**config.mk**
```make
export PLATFORM = sky130hd
export DESIGN_NAME = ntt4_montgomery_mod_q_flat
export DESIGN_NICKNAME = d
export VERILOG_FILES = /design/src/hdl/ntt4_pkg.sv /design/src/hdl/ntt4_if.sv /design/src/hdl/ntt4_montgomery_mod_q.sv /design/src/hdl/ntt4_cfg.sv /design/src/hdl/ntt4_bfly.sv /design/src/flat_wrapper.sv
export SDC_FILE = /design/constraint.sdc
export NUM_CORES = 2
export LEC_CHECK = 0
export ABC_CLOCK_PERIOD_IN_PS = 56600
export BUFFER_PORTS_ARGS = -buffer_cell sky130_fd_sc_hd__buf_2
export CAP_MARGIN = 10
export CORE_AREA = 5 5 452 454
export DETAILED_ROUTE_END_ITERATION = 10
export DIE_AREA = 0 0 457 459
export PLACE_DENSITY = 0.7
export SYNTH_ARGS = -nofsm -noshare
export SYNTH_HDL_FRONTEND = slang
export SYNTH_SLANG_ARGS = --single-unit
```
**constraint.sdc**
```tcl
create_clock -name clk -period 56.6 [get_ports clk]
set_input_delay 11.32 -clock clk [delete_from_list [all_inputs] [get_ports clk]]
set_output_delay 11.32 -clock clk [all_outputs]
set_load 0.02 [all_outputs]
```
**src/hdl/ntt4_pkg.sv**
```systemverilog
// ----------------------------------------------------------------------------
// ntt4_pkg
// Constants and types shared by the four-point NTT pipeline.
// ----------------------------------------------------------------------------
package ntt4_pkg;

  localparam int COEF_W = 14;
  localparam int PROD_W = 28;
  localparam int RED_W  = 16;
  localparam int MQ_W   = 30;
  localparam int ACC_W  = 31;

  localparam logic [COEF_W-1:0] MOD_Q        = 14'd12289;
  localparam logic [RED_W-1:0]  MOD_QNEG_INV = 16'd12287;

  localparam logic [COEF_W-1:0] TW_FIRST_RST  = 14'd7888;
  localparam logic [COEF_W-1:0] TW_SECOND_RST = 14'd11060;
  localparam logic [COEF_W-1:0] TW_THIRD_RST  = 14'd11208;

  localparam int ADDR_W = 4;

  localparam logic [1:0] REG_TW_FIRST  = 2'd0;
  localparam logic [1:0] REG_TW_SECOND = 2'd1;
  localparam logic [1:0] REG_TW_THIRD  = 2'd2;

  // butterfly pipeline depth
  localparam int BF_STAGES = 5;

  typedef logic [COEF_W-1:0] coef_t;

  typedef struct packed {
    coef_t tw_first;
    coef_t tw_second;
    coef_t tw_third;
  } twiddles_t;

endpackage

```
**src/hdl/ntt4_if.sv**
```systemverilog
// ----------------------------------------------------------------------------
// ntt4 channel interfaces
// Valid/ready channels for coefficient groups and transformed results.
// ----------------------------------------------------------------------------
interface ntt4_in_if;
  logic          valid;
  logic          ready;
  ntt4_pkg::coef_t coef0;
  ntt4_pkg::coef_t coef1;
  ntt4_pkg::coef_t coef2;
  ntt4_pkg::coef_t coef3;

  modport source (output valid, output coef0, output coef1, output coef2,
                  output coef3, input ready);
  modport sink (input valid, input coef0, input coef1, input coef2,
                input coef3, output ready);
endinterface

interface ntt4_out_if;
  logic          valid;
  logic          ready;
  ntt4_pkg::coef_t res0;
  ntt4_pkg::coef_t res1;
  ntt4_pkg::coef_t res2;
  ntt4_pkg::coef_t res3;
  logic          range_error;

  modport source (output valid, output res0, output res1, output res2,
                  output res3, output range_error, input ready);
  modport sink (input valid, input res0, input res1, input res2,
                input res3, input range_error, output ready);
endinterface

```
**src/hdl/ntt4_montgomery_mod_q.sv**
```systemverilog
// Throughput: one coefficient group per cycle; two butterfly layers of five
// stages each plus an output register form the pipeline.
// The whole pipeline holds while a finished result waits to be taken.
// Reset clears the valid bits and loads the default twiddles.
// ----------------------------------------------------------------------------
// ntt4_montgomery_mod_q
// Pipelined four-point NTT modulo 12289 with APB-programmable twiddles.
// ----------------------------------------------------------------------------
module ntt4_montgomery_mod_q (
  input  logic                        clk,
  input  logic                        rst,
  input  logic                        psel,
  input  logic                        penable,
  input  logic                        pwrite,
  input  logic [ntt4_pkg::ADDR_W-1:0] paddr,
  input  logic [31:0]                 pwdata,
  output logic [31:0]                 prdata,
  output logic                        pready,
  ntt4_in_if.sink                     samples,
  ntt4_out_if.source                  results
);

  localparam int LAT = 2 * ntt4_pkg::BF_STAGES + 1;

  ntt4_pkg::twiddles_t twiddles;
  logic                en;
  logic                bad_in;
  logic [LAT-1:0]      vld;
  logic [LAT-2:0]      bad;
  ntt4_pkg::coef_t     s0, s1, s2, s3, r0, r1, r2, r3;

  ntt4_cfg u_cfg (
    .clk      (clk),
    .rst      (rst),
    .psel     (psel),
    .penable  (penable),
    .pwrite   (pwrite),
    .paddr    (paddr),
    .pwdata   (pwdata),
    .prdata   (prdata),
    .pready   (pready),
    .twiddles (twiddles)
  );

  assign en            = !vld[LAT-1] || results.ready;
  assign samples.ready = en;
  assign results.valid = vld[LAT-1];

  assign bad_in = (samples.coef0 >= ntt4_pkg::MOD_Q) || (samples.coef1 >= ntt4_pkg::MOD_Q)
               || (samples.coef2 >= ntt4_pkg::MOD_Q) || (samples.coef3 >= ntt4_pkg::MOD_Q);

  ntt4_bfly u_bf_a (.clk(clk), .en(en), .top(samples.coef0), .bot(samples.coef2),
                    .tw(twiddles.tw_first), .sum(s0), .diff(s2));
  ntt4_bfly u_bf_b (.clk(clk), .en(en), .top(samples.coef1), .bot(samples.coef3),
                    .tw(twiddles.tw_first), .sum(s1), .diff(s3));
  ntt4_bfly u_bf_c (.clk(clk), .en(en), .top(s0), .bot(s1),
                    .tw(twiddles.tw_second), .sum(r0), .diff(r1));
  ntt4_bfly u_bf_d (.clk(clk), .en(en), .top(s2), .bot(s3),
                    .tw(twiddles.tw_third), .sum(r2), .diff(r3));

  always_ff @(posedge clk) begin
    if (rst) begin
      vld <= '0;
    end else if (en) begin
      vld <= {vld[LAT-2:0], samples.valid};
    end
  end

  always_ff @(posedge clk) begin
    if (en) begin
      bad <= {bad[LAT-3:0], bad_in};
      results.range_error <= bad[LAT-2];
      results.res0 <= bad[LAT-2] ? '0 : r0;
      results.res1 <= bad[LAT-2] ? '0 : r1;
      results.res2 <= bad[LAT-2] ? '0 : r2;
      results.res3 <= bad[LAT-2] ? '0 : r3;
    end
  end

endmodule

```
**src/hdl/ntt4_cfg.sv**
```systemverilog
// ----------------------------------------------------------------------------
// ntt4_cfg
// APB register file holding the three Montgomery-form twiddles.
// ----------------------------------------------------------------------------
module ntt4_cfg (
  input  logic                         clk,
  input  logic                         rst,
  input  logic                         psel,
  input  logic                         penable,
  input  logic                         pwrite,
  input  logic [ntt4_pkg::ADDR_W-1:0]  paddr,
  input  logic [31:0]                  pwdata,
  output logic [31:0]                  prdata,
  output logic                         pready,
  output ntt4_pkg::twiddles_t          twiddles
);

  logic [1:0] index;
  logic       wr;

  assign pready = 1'b1;
  assign index  = paddr[3:2];
  assign wr     = psel && penable && pwrite;

  always_ff @(posedge clk) begin
    if (rst) begin
      twiddles.tw_first  <= ntt4_pkg::TW_FIRST_RST;
      twiddles.tw_second <= ntt4_pkg::TW_SECOND_RST;
      twiddles.tw_third  <= ntt4_pkg::TW_THIRD_RST;
    end else if (wr) begin
      case (index)
        ntt4_pkg::REG_TW_FIRST:  twiddles.tw_first  <= pwdata[ntt4_pkg::COEF_W-1:0];
        ntt4_pkg::REG_TW_SECOND: twiddles.tw_second <= pwdata[ntt4_pkg::COEF_W-1:0];
        ntt4_pkg::REG_TW_THIRD:  twiddles.tw_third  <= pwdata[ntt4_pkg::COEF_W-1:0];
        default: ;
      endcase
    end
  end

  always_comb begin
    case (index)
      ntt4_pkg::REG_TW_FIRST:  prdata = 32'(twiddles.tw_first);
      ntt4_pkg::REG_TW_SECOND: prdata = 32'(twiddles.tw_second);
      ntt4_pkg::REG_TW_THIRD:  prdata = 32'(twiddles.tw_third);
      default:                 prdata = 32'd0;
    endcase
  end

endmodule

```
**src/hdl/ntt4_bfly.sv**
```systemverilog
// ----------------------------------------------------------------------------
// ntt4_bfly
// Five-stage Montgomery butterfly: product, reduction factor, factor times q,
// reduce and subtract, then modular sum and difference.
// ----------------------------------------------------------------------------
module ntt4_bfly (
  input  logic            clk,
  input  logic            en,
  input  ntt4_pkg::coef_t top,
  input  ntt4_pkg::coef_t bot,
  input  ntt4_pkg::coef_t tw,
  output ntt4_pkg::coef_t sum,
  output ntt4_pkg::coef_t diff
);

  logic [ntt4_pkg::PROD_W-1:0] prod1, prod2, prod3;
  logic [ntt4_pkg::RED_W-1:0]  m2;
  logic [ntt4_pkg::MQ_W-1:0]   mq3;
  ntt4_pkg::coef_t             top1, top2, top3, top4, prod4;

  logic [ntt4_pkg::ACC_W-1:0]  acc;
  logic [ntt4_pkg::COEF_W:0]   t_raw, t_red;
  logic [ntt4_pkg::COEF_W:0]   s_raw, s_red, d_val;
  logic [ntt4_pkg::PROD_W+ntt4_pkg::RED_W-1:0] m_full;

  assign m_full = (ntt4_pkg::PROD_W+ntt4_pkg::RED_W)'(prod1[ntt4_pkg::RED_W-1:0])
                * (ntt4_pkg::PROD_W+ntt4_pkg::RED_W)'(ntt4_pkg::MOD_QNEG_INV);
  assign acc    = ntt4_pkg::ACC_W'(prod3) + ntt4_pkg::ACC_W'(mq3);
  assign t_raw  = acc[ntt4_pkg::ACC_W-1:ntt4_pkg::RED_W];
  assign t_red  = (t_raw >= 15'(ntt4_pkg::MOD_Q)) ? t_raw - 15'(ntt4_pkg::MOD_Q) : t_raw;

  assign s_raw = 15'(top4) + 15'(prod4);
  assign s_red = (s_raw >= 15'(ntt4_pkg::MOD_Q)) ? s_raw - 15'(ntt4_pkg::MOD_Q) : s_raw;
  assign d_val = (top4 >= prod4) ? 15'(top4) - 15'(prod4)
                                 : 15'(top4) + 15'(ntt4_pkg::MOD_Q) - 15'(prod4);

  always_ff @(posedge clk) begin
    if (en) begin
      prod1 <= ntt4_pkg::PROD_W'(bot) * ntt4_pkg::PROD_W'(tw);
      top1  <= top;
      m2    <= m_full[ntt4_pkg::RED_W-1:0];
      prod2 <= prod1;
      top2  <= top1;
      mq3   <= ntt4_pkg::MQ_W'(m2) * ntt4_pkg::MQ_W'(ntt4_pkg::MOD_Q);
      prod3 <= prod2;
      top3  <= top2;
      prod4 <= t_red[ntt4_pkg::COEF_W-1:0];
      top4  <= top3;
      sum   <= s_red[ntt4_pkg::COEF_W-1:0];
      diff  <= d_val[ntt4_pkg::COEF_W-1:0];
    end
  end

endmodule

```
**src/flat_wrapper.sv**
```systemverilog
// flat-port wrapper written by rule: the top's interface ports become plain ports
module ntt4_montgomery_mod_q_flat 
  (clk, rst, psel, penable, pwrite, paddr, pwdata, prdata, pready, samples_valid, samples_coef0, samples_coef1, samples_coef2, samples_coef3, samples_ready, results_valid, results_res0, results_res1, results_res2, results_res3, results_range_error, results_ready);
  ntt4_in_if samples_i ();
  ntt4_out_if results_i ();
  input  logic clk;
  input  logic rst;
  input  logic psel;
  input  logic penable;
  input  logic pwrite;
  input  logic [ntt4_pkg::ADDR_W-1:0] paddr;
  input  logic [31:0] pwdata;
  output logic [31:0] prdata;
  output logic pready;
  input wire logic [$bits(samples_i.valid)-1:0] samples_valid;
  input wire logic [$bits(samples_i.coef0)-1:0] samples_coef0;
  input wire logic [$bits(samples_i.coef1)-1:0] samples_coef1;
  input wire logic [$bits(samples_i.coef2)-1:0] samples_coef2;
  input wire logic [$bits(samples_i.coef3)-1:0] samples_coef3;
  output wire logic [$bits(samples_i.ready)-1:0] samples_ready;
  output wire logic [$bits(results_i.valid)-1:0] results_valid;
  output wire logic [$bits(results_i.res0)-1:0] results_res0;
  output wire logic [$bits(results_i.res1)-1:0] results_res1;
  output wire logic [$bits(results_i.res2)-1:0] results_res2;
  output wire logic [$bits(results_i.res3)-1:0] results_res3;
  output wire logic [$bits(results_i.range_error)-1:0] results_range_error;
  input wire logic [$bits(results_i.ready)-1:0] results_ready;
  assign samples_i.valid = samples_valid;
  assign samples_i.coef0 = samples_coef0;
  assign samples_i.coef1 = samples_coef1;
  assign samples_i.coef2 = samples_coef2;
  assign samples_i.coef3 = samples_coef3;
  assign samples_ready = samples_i.ready;
  assign results_valid = results_i.valid;
  assign results_res0 = results_i.res0;
  assign results_res1 = results_i.res1;
  assign results_res2 = results_i.res2;
  assign results_res3 = results_i.res3;
  assign results_range_error = results_i.range_error;
  assign results_i.ready = results_ready;
  ntt4_montgomery_mod_q u_core (.clk(clk), .rst(rst), .psel(psel), .penable(penable), .pwrite(pwrite), .paddr(paddr), .pwdata(pwdata), .prdata(prdata), .pready(pready), .samples(samples_i), .results(results_i));
endmodule
```
==> flow_summary.toml <==
[grt]
number_of_antenna_violations_at_the_first_check_in_global_routing = 4
grt_pass1_vias = 57590
grt_total_usage_pct = 16.6
pin_count_of_the_biggest_net_entering_global_routing = 181
grt_pass1_wl_um = 289000
grt.overflow.total = 0

[drt]
routed_via_density = 5.11
via_count = 55429
drt_pass1_iterations = 6
drc = 0
drt.antenna.violating_nets = 0
detail_route.wl_per_cell_um = 16.1
wl_final_um = 174000
drt_iter0_drc = 2920

[worst_setup_path]
setup.worst_path.start = "paddr[2]"
cpLargestDelayFamily = "simple AND/OR/NAND/NOR gates"
timing.critical_path.required_ns = 45.28
cp_buf_inv_count = 2
crit_path_max_fanout = 20
worstPathCellList = "buf_2 -> nor2b_1 -> nand2_1 -> o21ai_0 -> buf_2"
critPathMaxStageDelay_ns = 0.85
timing.rr.start = "u_core.u_bf_b.sum[7]"
reg2reg_depth = 25
setup.reg_to_reg.worst_slack_ns = 49.27
critical_path.endpoint_type = "output port"
criticalPathCategory = "primary input to output port"
cpMostUsedCell = "sky130_fd_sc_hd__buf_2"
critical_path_top_delay_cell = "sky130_fd_sc_hd__nor2b_1"
critical_path.startpoint_type = "primary input"
cp.arrival_ns = 12.95
critical_path_depth = 5

[timing]
final-setup-viol-count = 0
final.min_clock_period_ns = 24.27
slew_violations = 0
fmaxAchievable_mhz = 41.2
clock_skew_ns = 0.0756
grt_setup_unrepaired = "no"
final_hold_viol_count = 0
worstMarginPinSlew_ns = 1.13
timing.max_slew.rel_slack_pct = 23.5
timing.final.crit_share_pct = 42.9
final.setup.tns_ns = 0

[clock_tree]
cts_max_path_buffers = 3
cts.root.buffer_cell = "sky130_fd_sc_hd__clkbuf_16"
tritoncts = "yes"
clock_insertion_delay_worst_skew_ns = 0.76
clkTransAtPathRegs_ns = 0.06
holdBufCountCts = 0
clock_sink_count = 1024
cts_repair_resize_count = 0
post-cts-setup-buffer-count = 0
htree_levels = 3
tritoncts.num_buffers = 105

[final_layout]
share_of_post_route_cells_with_drive_strength_above_1_pct = 4.80
fillCellCount = 17617
most_common_cell_after_layout_fill_and_taps_aside = "sky130_fd_sc_hd__inv_1"
mostFrequentLayoutCells = "1270 x sky130_fd_sc_hd__inv_1, 1203 x sky130_fd_sc_hd__ha_1, 971 x sky130_fd_sc_hd__edfxtp_1"
area_growth_syn_to_layout_pct = 7.88
final_net_count = 10268

[floorplan]
die-width_um = 457
die-height_um = 459
io_pins = 191
floorplan.initialDensity_pct = 44.7
die_area_um2 = 210000
rows = 164
core_um2 = 199000

[yosys]
mappedNetlistArea_um2 = 89200
synth_async_sr_flop_share_pct = 0
ys.flop_type = "sky130_fd_sc_hd__edfxtp_1"
ys_seq_elements = 1024
post_synth_inst_count = 8019
synth_cell_type_count = 88
synth-edff-count = 971
synthesis.yosys.warnings = 0
synth.yosys.seq_area_share_pct = 33.9
synth.avg_cell_area_um2 = 11.1

[run_status]
result_of_the_run = "completed"

[placement]
port_buffers = 151
routability_driven_placement_congestion_ratio = 0.860
hpwl_um = 139000

[worst_hold_path]
min_delay_src = "u_core.u_bf_d.prod2[5]"
worstHoldPathCells = 0
holdCritPathClass = "flop to flop"

[flow_run]
max_cap_viol = 0
==> per-layer routing <==
layer  part of all wire, %  up-vias  track usage [%]
met1                    44    27411             21.5
met4                   2.9        0             5.14
met5                     0        -                0
li1                      -    26739                -
met2                    50     1012             29.5
met3                   3.6      267             1.65
==> synth_stat cells (27+ instances only) <==
| cell | number | share of area (%) |
|---|---|---|
| sky130_fd_sc_hd__nor3_1 | 60 | 0.34 |
| sky130_fd_sc_hd__inv_1 | 1271 | 5.4 |
| sky130_fd_sc_hd__nor2_1 | 238 | 1.0 |
| sky130_fd_sc_hd__xor2_1 | 144 | 1.4 |
| sky130_fd_sc_hd__nand3_1 | 79 | 0.44 |
| sky130_fd_sc_hd__nand2b_1 | 39 | 0.27 |
| sky130_fd_sc_hd__o21a_1 | 32 | 0.27 |
| sky130_fd_sc_hd__dfxtp_1 | 53 | 1.2 |
| sky130_fd_sc_hd__nand3b_1 | 32 | 0.27 |
| sky130_fd_sc_hd__a21oi_1 | 331 | 1.9 |
| sky130_fd_sc_hd__ha_1 | 1203 | 17 |
| sky130_fd_sc_hd__nand4_1 | 46 | 0.32 |
| sky130_fd_sc_hd__clkbuf_1 | 210 | 0.88 |
| sky130_fd_sc_hd__and2_1 | 411 | 2.9 |
| sky130_fd_sc_hd__o21ai_0 | 188 | 1.1 |
| sky130_fd_sc_hd__o21bai_1 | 105 | 0.88 |
| sky130_fd_sc_hd__fa_1 | 876 | 20 |
| sky130_fd_sc_hd__a21o_1 | 93 | 0.78 |
| sky130_fd_sc_hd__nor2b_1 | 95 | 0.67 |
| sky130_fd_sc_hd__nand2_1 | 703 | 3.0 |
| sky130_fd_sc_hd__mux2i_1 | 31 | 0.35 |
| sky130_fd_sc_hd__and3_1 | 27 | 0.19 |
| sky130_fd_sc_hd__edfxtp_1 | 971 | 33 |
| sky130_fd_sc_hd__a31oi_1 | 37 | 0.26 |
| sky130_fd_sc_hd__xnor2_1 | 408 | 4.0 |
==> layout make-up <==
cell class | count | area (um2) | area share [%]
antenna | 1 | 2.50 | 0.00260
clock buffer | 112 | 2650 | 2.76
clock inverter | 85 | 912 | 0.948
inverter | 1273 | 4790 | 4.98
multi-input combinational | 5505 | 53300 | 55.4
sequential | 1024 | 30200 | 31.4
tap | 2656 | 3320 | 3.45
timing repair buffer | 181 | 1010 | 1.05
==> flip-flops by register name, summed over array words and instances, names as in the netlist, 28 cells and up <==
| register | flops |
|---|---|
| u_core.u_bf_b.mq3 | 29 |
| u_core.u_bf_a.prod2 | 28 |
| u_core.u_bf_b.prod3 | 28 |
| u_core.u_bf_b.prod2 | 28 |
| u_core.u_bf_a.prod1 | 28 |
| u_core.u_bf_d.mq3 | 29 |
| u_core.u_bf_c.prod1 | 28 |
| u_core.u_bf_c.prod2 | 28 |
| u_core.u_bf_c.prod3 | 28 |
| u_core.u_bf_d.prod1 | 28 |
| u_core.u_bf_d.prod3 | 28 |
| u_core.u_bf_a.prod3 | 28 |
| u_core.u_bf_b.prod1 | 28 |
| u_core.u_bf_c.mq3 | 29 |
| u_core.u_bf_a.mq3 | 29 |
| u_core.u_cfg.twiddles | 42 |
| u_core.u_bf_d.prod2 | 28 |
==> path summary, 6_finish.rpt <==
| check | endpoint |
|---|---|
| max | prdata[10] |
| min | u_core.u_bf_d.prod3[5] |
| max reg2reg | u_core.u_bf_c.prod1[27] |
| min reg2reg | u_core.u_bf_d.prod3[5] |
==> per-stage QoR <==
stage / hold WS, ns / area (um2) / utilization, % / instances / worst slack, ns
final: 0.373 / 96200 / 48.3 / 10837 / 32.33
after global routing: 0.395 / 96200 / 48.3 / 10837 / 32.17
after CTS: 0.371 / 96200 / 48.3 / 10836 / 32.35
after detailed placement: 0.405 / 92600 / 46.5 / 10639 / 32.36
after global placement: 0.400 / 92600 / 46.5 / 10639 / 32.33
after floorplan: 0.400 / 89200 / - / 8036 / 7.30
==> cell families after synthesis <==
group / count (synthesis) / synth area share, %
fa+ha+maj: 2087 / 36.6
simple gates: 1838 / 10.2
buf+inv: 1507 / 6.42
flops: 1024 / 33.9
compound gates: 972 / 6.95
xor+xnor: 552 / 5.42
mux: 37 / 0.428
other cells: 2 / 0.00842
Power is not shown: default switching activity piles up to over one toggle a cycle in this logic, so the estimate is an artifact.
